File: src/hw/rtl/hta_pkg.sv
// Shared types and codes for the hole table fit allocator.
package hta_pkg;

  // Operation carried in tuser of the input item.
  localparam logic FUNC_ALLOC = 1'b0;
  localparam logic FUNC_ADD   = 1'b1;

  // Placement policy register codes.
  localparam logic [1:0] POL_FIRST = 2'd0;
  localparam logic [1:0] POL_BEST  = 2'd1;
  localparam logic [1:0] POL_WORST = 2'd2;

  // Result status codes.
  localparam logic [1:0] STAT_OK    = 2'd0;
  localparam logic [1:0] STAT_NOFIT = 2'd1;
  localparam logic [1:0] STAT_FULL  = 2'd2;

  localparam int unsigned FIELD_W     = 32;
  localparam int unsigned HOLES_W     = 5;
  localparam int unsigned IN_TDATA_W  = 3 * FIELD_W;
  localparam int unsigned OUT_TDATA_W = 40;

  // Commands from the controller to the datapath.
  typedef struct packed {
    logic load;
    logic scan;
    logic commit;
  } hta_cmd_t;

  // Status from the datapath to the controller.
  typedef struct packed {
    logic scan_last;
    logic out_free;
  } hta_sts_t;

endpackage

File: src/hw/rtl/hta_ctrl.sv
// Sequencing state machine of the hole table fit allocator.
module hta_ctrl (
  input  logic              clk_i,
  input  logic              rst_ni,
  input  logic              in_valid_i,
  output logic              in_ready_o,
  output hta_pkg::hta_cmd_t cmd_o,
  input  hta_pkg::hta_sts_t sts_i
);
  import hta_pkg::*;

  localparam logic [1:0] S_IDLE  = 2'd0;
  localparam logic [1:0] S_SCAN  = 2'd1;
  localparam logic [1:0] S_DRAIN = 2'd2;
  localparam logic [1:0] S_DONE  = 2'd3;

  logic [1:0] state_q, state_d;

  always_comb begin
    state_d     = state_q;
    cmd_o       = '0;
    in_ready_o  = 1'b0;
    unique case (state_q)
      S_IDLE: begin
        in_ready_o = 1'b1;
        if (in_valid_i) begin
          cmd_o.load = 1'b1;
          state_d    = S_SCAN;
        end
      end
      S_SCAN: begin
        cmd_o.scan = 1'b1;
        if (sts_i.scan_last) begin
          state_d = S_DRAIN;
        end
      end
      // The last entry read is compared during this cycle.
      S_DRAIN: begin
        state_d = S_DONE;
      end
      S_DONE: begin
        if (sts_i.out_free) begin
          cmd_o.commit = 1'b1;
          state_d      = S_IDLE;
        end
      end
      default: begin
        state_d = S_IDLE;
      end
    endcase
  end

  always_ff @(posedge clk_i or negedge rst_ni) begin
    if (!rst_ni) begin
      state_q <= S_IDLE;
    end else begin
      state_q <= state_d;
    end
  end

endmodule

File: src/hw/rtl/hta_dp.sv
// Datapath of the hole table fit allocator: hole memory, scan, selection and result register.
module hta_dp #(
  parameter int unsigned MAX_HOLES  = 16,
  parameter int unsigned ADDR_WIDTH = 32
) (
  input  logic                               clk_i,
  input  logic                               rst_ni,
  input  hta_pkg::hta_cmd_t                  cmd_i,
  output hta_pkg::hta_sts_t                  sts_o,
  input  logic [hta_pkg::IN_TDATA_W-1:0]     in_data_i,
  input  logic                               in_func_i,
  input  logic                               cfg_valid_i,
  input  logic [1:0]                         cfg_data_i,
  input  logic                               out_ready_i,
  output logic                               out_valid_o,
  output logic [hta_pkg::OUT_TDATA_W-1:0]    out_data_o,
  output logic [1:0]                         out_status_o
);
  import hta_pkg::*;

  localparam int unsigned IW = $clog2(MAX_HOLES);
  localparam int unsigned CW = $clog2(MAX_HOLES + 1);
  localparam int unsigned EW = ADDR_WIDTH + FIELD_W;
  localparam logic [IW-1:0] LAST_IDX = IW'(MAX_HOLES - 1);

  // Each entry holds {base, size}.
  logic [EW-1:0]          mem [MAX_HOLES];
  logic [MAX_HOLES-1:0]   valid_q;
  logic [CW-1:0]          count_q, count_d;
  logic [1:0]             policy_q;

  logic                   func_q;
  logic [FIELD_W-1:0]     req_q, nsize_q;
  logic [ADDR_WIDTH-1:0]  nbase_q;

  logic [IW-1:0]          idx_q;
  logic                   rd_vld_q;
  logic [IW-1:0]          rd_idx_q;
  logic                   rd_v_q;
  logic [EW-1:0]          rd_q;
  logic [ADDR_WIDTH-1:0]  rd_start;
  logic [FIELD_W-1:0]     rd_len;

  logic                   pick_found_q;
  logic [IW-1:0]          pick_idx_q;
  logic [ADDR_WIDTH-1:0]  pick_start_q;
  logic [FIELD_W-1:0]     pick_len_q;
  logic                   free_found_q;
  logic [IW-1:0]          free_idx_q;

  logic                   fits, better, lower_base;

  logic                   we;
  logic [IW-1:0]          waddr;
  logic [EW-1:0]          wdata;
  logic                   set_v, clr_v;
  logic [FIELD_W-1:0]     res_base;
  logic [1:0]             res_status;
  logic [31:0]            count_ext;

  logic                   out_valid_q;
  logic [FIELD_W-1:0]     out_base_q;
  logic [HOLES_W-1:0]     out_holes_q;
  logic [1:0]             out_status_q;

  assign rd_start = rd_q[EW-1:FIELD_W];
  assign rd_len   = rd_q[FIELD_W-1:0];

  assign sts_o.scan_last = (idx_q == LAST_IDX);
  assign sts_o.out_free  = !out_valid_q || out_ready_i;

  // Hole memory: one read port for the scan, one write port for the commit.
  always_ff @(posedge clk_i) begin
    if (we) begin
      mem[waddr] <= wdata;
    end
    rd_q <= mem[idx_q];
  end

  // Candidate comparison for the entry read in the previous cycle.
  always_comb begin
    fits       = rd_v_q && (rd_len >= req_q);
    lower_base = rd_start < pick_start_q;
    if (!pick_found_q) begin
      better = 1'b1;
    end else begin
      unique case (policy_q)
        POL_BEST:  better = (rd_len != pick_len_q) ? (rd_len < pick_len_q) : lower_base;
        POL_WORST: better = (rd_len != pick_len_q) ? (rd_len > pick_len_q) : lower_base;
        default:   better = lower_base;
      endcase
    end
  end

  // Commit of the chosen update and the result.
  always_comb begin
    we         = 1'b0;
    waddr      = pick_idx_q;
    wdata      = {pick_start_q + req_q[ADDR_WIDTH-1:0], pick_len_q - req_q};
    set_v      = 1'b0;
    clr_v      = 1'b0;
    res_base   = '0;
    res_status = STAT_OK;
    count_d    = count_q;
    if (func_q == FUNC_ALLOC) begin
      if (pick_found_q) begin
        we       = cmd_i.commit;
        res_base = FIELD_W'(pick_start_q);
        if (pick_len_q == req_q) begin
          clr_v   = 1'b1;
          count_d = count_q - CW'(1);
        end
      end else begin
        res_status = STAT_NOFIT;
      end
    end else if (nsize_q != '0) begin
      waddr = free_idx_q;
      wdata = {nbase_q, nsize_q};
      if (free_found_q) begin
        we      = cmd_i.commit;
        set_v   = 1'b1;
        count_d = count_q + CW'(1);
      end else begin
        res_status = STAT_FULL;
      end
    end
    count_ext = 32'(count_d);
  end

  // Payload registers.
  always_ff @(posedge clk_i) begin
    if (cmd_i.load) begin
      func_q  <= in_func_i;
      req_q   <= in_data_i[FIELD_W-1:0];
      nbase_q <= in_data_i[FIELD_W+ADDR_WIDTH-1:FIELD_W];
      nsize_q <= in_data_i[3*FIELD_W-1:2*FIELD_W];
    end
    rd_idx_q <= idx_q;
    rd_v_q   <= valid_q[idx_q];
    if (rd_vld_q && fits && better) begin
      pick_idx_q   <= rd_idx_q;
      pick_start_q <= rd_start;
      pick_len_q   <= rd_len;
    end
    if (rd_vld_q && !rd_v_q && !free_found_q) begin
      free_idx_q <= rd_idx_q;
    end
    if (cmd_i.commit) begin
      out_base_q   <= res_base;
      out_status_q <= res_status;
      out_holes_q  <= count_ext[HOLES_W-1:0];
    end
  end

  // Control registers.
  always_ff @(posedge clk_i or negedge rst_ni) begin
    if (!rst_ni) begin
      valid_q      <= '0;
      count_q      <= '0;
      policy_q     <= POL_FIRST;
      idx_q        <= '0;
      rd_vld_q     <= 1'b0;
      pick_found_q <= 1'b0;
      free_found_q <= 1'b0;
      out_valid_q  <= 1'b0;
    end else begin
      if (cfg_valid_i) begin
        policy_q <= cfg_data_i;
      end
      rd_vld_q <= cmd_i.scan;
      if (cmd_i.load) begin
        idx_q        <= '0;
        pick_found_q <= 1'b0;
        free_found_q <= 1'b0;
      end else begin
        if (cmd_i.scan) begin
          idx_q <= idx_q + IW'(1);
        end
        if (rd_vld_q && fits) begin
          pick_found_q <= 1'b1;
        end
        if (rd_vld_q && !rd_v_q) begin
          free_found_q <= 1'b1;
        end
      end
      if (cmd_i.commit) begin
        count_q <= count_d;
        if (set_v) begin
          valid_q[waddr] <= 1'b1;
        end
        if (clr_v) begin
          valid_q[waddr] <= 1'b0;
        end
        out_valid_q <= 1'b1;
      end else if (out_ready_i) begin
        out_valid_q <= 1'b0;
      end
    end
  end

  assign out_valid_o  = out_valid_q;
  assign out_data_o   = {3'b000, out_holes_q, out_base_q};
  assign out_status_o = out_status_q;

endmodule

File: src/hw/rtl/hole_table_fit_allocator.sv
// Top level of the hole table fit allocator.
// The scan reads one hole entry per cycle through the single read port of the hole memory,
// and no new item is taken until the result of the current one is committed.
// A finished result waits in the output register while the next item is taken.
// Reset is asynchronous, active low: the table empties and the policy is first fit.
module hole_table_fit_allocator #(
  parameter int unsigned MAX_HOLES  = 16,
  parameter int unsigned ADDR_WIDTH = 32
) (
  input  logic                               clk_i,
  input  logic                               rst_ni,
  input  logic                               s_axis_tvalid,
  output logic                               s_axis_tready,
  // [31:0] request_size, [63:32] new_hole_base, [95:64] new_hole_size
  input  logic [hta_pkg::IN_TDATA_W-1:0]     s_axis_tdata,
  // [0] func
  input  logic                               s_axis_tuser,
  output logic                               m_axis_tvalid,
  input  logic                               m_axis_tready,
  // [31:0] granted_base, [36:32] holes_in_use, [39:37] zero
  output logic [hta_pkg::OUT_TDATA_W-1:0]    m_axis_tdata,
  // [1:0] status
  output logic [1:0]                         m_axis_tuser,
  input  logic                               cfg_valid_i,
  output logic                               cfg_ready_o,
  input  logic [1:0]                         cfg_data_i
);
  import hta_pkg::*;

  hta_cmd_t cmd;
  hta_sts_t sts;

  assign cfg_ready_o = 1'b1;

  hta_ctrl u_ctrl (
    .clk_i      (clk_i),
    .rst_ni     (rst_ni),
    .in_valid_i (s_axis_tvalid),
    .in_ready_o (s_axis_tready),
    .cmd_o      (cmd),
    .sts_i      (sts)
  );

  hta_dp #(
    .MAX_HOLES  (MAX_HOLES),
    .ADDR_WIDTH (ADDR_WIDTH)
  ) u_dp (
    .clk_i        (clk_i),
    .rst_ni       (rst_ni),
    .cmd_i        (cmd),
    .sts_o        (sts),
    .in_data_i    (s_axis_tdata),
    .in_func_i    (s_axis_tuser),
    .cfg_valid_i  (cfg_valid_i),
    .cfg_data_i   (cfg_data_i),
    .out_ready_i  (m_axis_tready),
    .out_valid_o  (m_axis_tvalid),
    .out_data_o   (m_axis_tdata),
    .out_status_o (m_axis_tuser)
  );

`ifndef NO_ASSERTIONS
  // The block works on one item at a time.
  a_busy_after_accept: assert property (@(posedge clk_i) disable iff (!rst_ni)
    (s_axis_tvalid && s_axis_tready) |=> !s_axis_tready)
    else $error("input accepted again while an item is in progress");

  // A result is committed only into a free output register.
  a_commit_free: assert property (@(posedge clk_i) disable iff (!rst_ni)
    cmd.commit |-> sts.out_free)
    else $error("result committed over a result not yet taken");

  // Only ok results carry a granted base.
  a_base_zero: assert property (@(posedge clk_i) disable iff (!rst_ni)
    (m_axis_tvalid && (m_axis_tuser == STAT_NOFIT || m_axis_tuser == STAT_FULL))
      |-> (m_axis_tdata[31:0] == 32'd0))
    else $error("nonzero base with a failing status");

  // Commands never overlap.
  a_cmd_excl: assert property (@(posedge clk_i) disable iff (!rst_ni)
    $onehot0({cmd.load, cmd.scan, cmd.commit}))
    else $error("overlapping datapath commands");
`endif

endmodule
File: config.mk
export PLATFORM = sky130hd
export DESIGN_NAME = hole_table_fit_allocator
export DESIGN_NICKNAME = d
export VERILOG_FILES = /design/src/hw/rtl/hta_pkg.sv /design/src/hw/rtl/hta_ctrl.sv /design/src/hw/rtl/hta_dp.sv /design/src/hw/rtl/hole_table_fit_allocator.sv
export SDC_FILE = /design/constraint.sdc
export NUM_CORES = 2
export LEC_CHECK = 0
export BUFFER_PORTS_ARGS = -buffer_cell sky130_fd_sc_hd__buf_2
export CORE_MARGIN = 4
export CORE_UTILIZATION = 50
export CTS_BUF_LIST = sky130_fd_sc_hd__clkbuf_4 sky130_fd_sc_hd__clkbuf_8
export DETAILED_ROUTE_END_ITERATION = 8
export PLACE_DENSITY = 0.66
export SLEW_MARGIN = 25
export SYNTH_ARGS = -nofsm -noshare
export SYNTH_HDL_FRONTEND = slang
export SYNTH_SLANG_ARGS = --single-unit
File: constraint.sdc
create_clock -name clk_i -period 12.3 [get_ports clk_i]
set_clock_uncertainty 0.15 [all_clocks]
set_input_delay 0.615 -clock clk_i [delete_from_list [all_inputs] [get_ports clk_i]]
set_output_delay 0.615 -clock clk_i [all_outputs]
set_load 0.005 [all_outputs]
==> summary.txt <==
Logic synthesis
  – Post-Synth Simple-Gate Area: 0.03980
  – Post-synthesis compound-gate area fraction: 0.04353
  – Synth Area per Inst: 18.71 sq um
  – Synth Cell Area: 54640 sq um
  – Yosys warning count: 0
  – Largest family of logic cells by synthesized area: multiplexers
  – Asr flop ratio synth: 0.02474
  – Register bit total from synthesis: 1334
  – Post-synth top flop: edfxtp_1
  – Synth Area in XOR/XNOR: 0.009136
  – EDFF count, synth: 1232
  – Post-synthesis adder-cell area fraction: 0.03874
  – Mux cell area share after synthesis: 0.1345
  – Seq/Total Area, Yosys: 0.7174
  – Syn Inst Count: 2921
  – Yosys cell types: 76

STA
  – Final hold vios: 0
  – Final Setup Violations: 0
  – Max Slew Vio Count: 0
  – Worst hold slack: 0.2341 ns
  – Min Clock Period, post-route: 4.911 ns
  – Fin Setup TNS: 0 ns
  – RSZ-0062 raised after global routing: no
  – Max-Slew Margin vs Limit: 0.2512
  – Max Clk Rate: 203.6 MHz
  – Worst slew pin tran: 1.116 ns
  – Crit share post-route: 0.3993

Clock network
  – CTS root buf: clkbuf_8
  – CTS sink cnt: 1334
  – TritonCTS Buffers: 206
  – Clk_lat worst skew: 0.89 ns
  – Post_cts resized: 0
  – CTS tree: built
  – CTS max path bufs: 3
  – Reg clk slew, reported paths: 0.06 ns
  – H-tree levels: 4

Floorplanning
  – Die ar.: 114600 sq um
  – Die Ht: 338.6 um
  – Rows: 121
  – Core Area: 108700 sq um
  – Initial core utilization: 0.5027
  – Num ports: 149
  – Die W: 338.6 um

Route
  – Via count: 29940
  – DRT antenna net count: 0
  – WL met3: 13.97 mm
  – Routed len/inst: 29.24 um
  – TritonRoute pass-1 iters: 8
  – Vias/cell: 6.066
  – Top routing layer used: met5
  – Routed metal-1 wirelength: 58.27 mm
  – Met2 WL: 67.99 mm
  – Final wirelength: 144.3 mm
  – Initial DRC count: 3465
  – Residual DRC: 0

GRT
  – Global-route wire length before repair: 207.9 mm
  – Total GRT Usage: 0.2502
  – Largest net degree at the start of global routing: 93
  – Initial antenna violation count: 9
  – Global route overflow: 0
  – Vias in the first global route: 30600

Hold path
  – Worst hold path type: input port to async pin

Pwr
  – Leakage: 21.57 nW
  – Tot Pwr: 12.86 mW
  – Power per cell area: 204.7 nW/um^2
  – Worst VDD drop: 0.1434 mV

Setup path
  – Cells along the critical path: nor4_1, nand4_1, o21ai_4, buf_4, nand3_1, o31ai_1, nor2b_4, buf_4, buf_4
  – CP Buf/Inv Count: 3
  – Crit-path most repeated cell: buf_4
  – Flop2flop setup slack: 7.39 ns
  – Reg2reg path depth: 9
  – Cell family with most CP delay: buffers and inverters
  – Worst EP arrival: 5.23 ns
  – Crit Reg-Reg Endpoint: u_dp.mem[5][44]$_DFFE_PP_
  – Critical Path Fanout Max: 43
  – R2R Path Start: u_dp.nsize_q[17]$_DFFE_PP_
  – WS Path Type: flip-flop to flip-flop
  – WP data required: 12.62 ns
  – Setup crit end kind: flip-flop
  – CP max stage delay: 0.85 ns
  – Startpoint Class: flip-flop
  – Slowest cell on crit path: buf_4

Cells and area
  – Final core occ: 0.5777
  – Syn-to-layout area delta: 14.92%
  – Most common cell after layout, fill and taps aside: edfxtp_1
  – Layout net count: 3609
  – Final-layout fill cell count: 8055
  – Final std cells w/o fill: 4935
  – Commonest non-fill, non-tap cells in the layout: 1232 x edfxtp_1, 325 x mux4_2, 225 x clkbuf_8, 166 x ha_1, 144 x buf_2
  – Share of layout cells above drive strength 1: 0.2729

Placement
  – Buffers on Ports: 144
  – Hpwl dp: 86.34 mm
  – Placed cell count: 4435
  – GP Congestion: 0.9510

Status
  – Status: completed

Run
  – Max-cap violations: 0
logic make-up (layout without fill, tap and decap cells):
family / Yosys count / after routing
AO/OA/AOI/OAI: 380 / 380
XOR/XNOR: 57 / 57
adder cells (fa/ha/maj): 168 / 168
buffers and inverters: 233 / 824
flip-flops: 1334 / 1334
multiplexers: 328 / 328
other: 2 / 11
AND/OR/NAND/NOR: 419 / 419
stage by stage:
step                setup slack (ns)  cell area, sq um
floorplan                      4.619             54650
global placement               7.628             57290
detailed placement             7.542             57330
CTS                            7.483             62670
global route                   7.281             62780
finish                         7.389             62790
worst reg2reg max path: stages, from the launching register on:
cell      delay (ns)
edfxtp_1        0.43
nor4_1          0.38
nand4_1         0.52
o21ai_4         0.60
buf_4           0.50
nand3_1         0.14
o31ai_1         0.15
nor2b_4         0.21
buf_4           0.46
buf_4           0.89
layout make-up:
type	count	area (sq um)	share of cell area
repair buffers	314	2307	0.03674
diodes	7	17.52	0.0002790
clock inverters	87	633.1	0.01008
well taps	1414	1769	0.02817
clock buffers	298	3645	0.05804
flip-flops and latches	1334	39220	0.6245
multi-input cells	1356	14740	0.2347
inverters	125	469.2	0.007472
cells in the mapped netlist (all sizes together) (3+ instances only):
master / n / area, sq um
nor3b: 3 / 22.52
a211oi: 13 / 107.6
buf: 39 / 185.2
or3: 14 / 87.58
dfxtp: 69 / 1381
mux4: 325 / 7320
mux2i: 3 / 30.03
a221o: 4 / 40.04
and3: 9 / 57.56
o31ai: 20 / 150.1
o211a: 4 / 40.04
and4: 3 / 26.28
and2b: 10 / 75.07
nor4: 13 / 87.58
nor2: 81 / 304.0
o211ai: 4 / 35.03
edfxtp: 1232 / 37000
nor2b: 20 / 125.1
xnor2: 26 / 227.7
or2: 3 / 18.77
nand2b: 22 / 137.6
inv: 125 / 469.2
o41ai: 5 / 43.79
nor3: 30 / 155.1
a2111oi: 6 / 65.06
nand3: 29 / 145.1
clkbuf: 69 / 259.0
a21oi: 142 / 714.4
a31oi: 4 / 31.28
and2: 43 / 269.0
o21bai: 11 / 82.58
nand4: 37 / 231.5
o21a: 15 / 112.6
o21ai: 86 / 430.4
nand2: 92 / 345.3
a21o: 45 / 337.8
ha: 166 / 2077
dfrtp: 33 / 825.8
xor2: 31 / 271.5
a211o: 3 / 26.28
or4: 4 / 33.78
worst max path at each step:
stage | slack [ns] | cells after the start | end | from
after floorplan | 4.62 | 10 | u_dp.pick_idx_q[0]$_DFFE_PP_ | u_dp.pick_len_q[11]$_DFFE_PP_
after global placement | 7.63 | 9 | u_dp.mem[5][38]$_DFFE_PP_ | u_dp.nsize_q[16]$_DFFE_PP_
after detailed placement | 7.54 | 8 | u_dp.mem[4][32]$_DFFE_PP_ | u_dp.nsize_q[17]$_DFFE_PP_
after CTS | 7.48 | 8 | u_dp.mem[4][17]$_DFFE_PP_ | u_dp.nsize_q[17]$_DFFE_PP_
after global routing | 7.28 | 9 | u_dp.mem[5][36]$_DFFE_PP_ | u_dp.nsize_q[17]$_DFFE_PP_
final | 7.39 | 9 | u_dp.mem[5][44]$_DFFE_PP_ | u_dp.nsize_q[17]$_DFFE_PP_
routing by layer:
| metal | vias to the layer above | track usage |
|---|---|---|
| met4 | 4 | 0.08025 |
| li1 | 12690 | - |
| met1 | 15470 | 0.3474 |
| met5 | - | 0 |
| met3 | 248 | 0.06546 |
| met2 | 1528 | 0.3921 |
what timing repair did:
item,4_1_cts,5_1_grt
hold endpoints to repair,134,0
hold buffers,106,0
setup buffers,0,0
sequential cells by signal (all words and copies together), names as in the netlist, 2 cells and up:
| signal | count |
|---|---|
| u_ctrl.state_q | 2 |
| u_dp.count_q | 5 |
| u_dp.free_idx_q | 4 |
| u_dp.idx_q | 4 |
| u_dp.mem | 1024 |
| u_dp.nbase_q | 32 |
| u_dp.nsize_q | 32 |
| u_dp.out_base_q | 32 |
| u_dp.out_holes_q | 5 |
| u_dp.out_status_o | 2 |
| u_dp.pick_idx_q | 4 |
| u_dp.pick_len_q | 32 |
| u_dp.pick_start_q | 32 |
| u_dp.policy_q | 2 |
| u_dp.rd_idx_q | 4 |
| u_dp.rd_q | 64 |
| u_dp.req_q | 32 |
| u_dp.valid_q | 16 |
power breakdown:
part	internal (mW)	switching [mW]	total [mW]	leakage [nW]
Combinational	1.35	1.69	3.05	7.15
Sequential	5.66	0.358	6.02	12.1
Clock	2.06	1.73	3.79	2.29
Total	9.08	3.78	12.9	21.6
(Power assumes the default switching activity.)
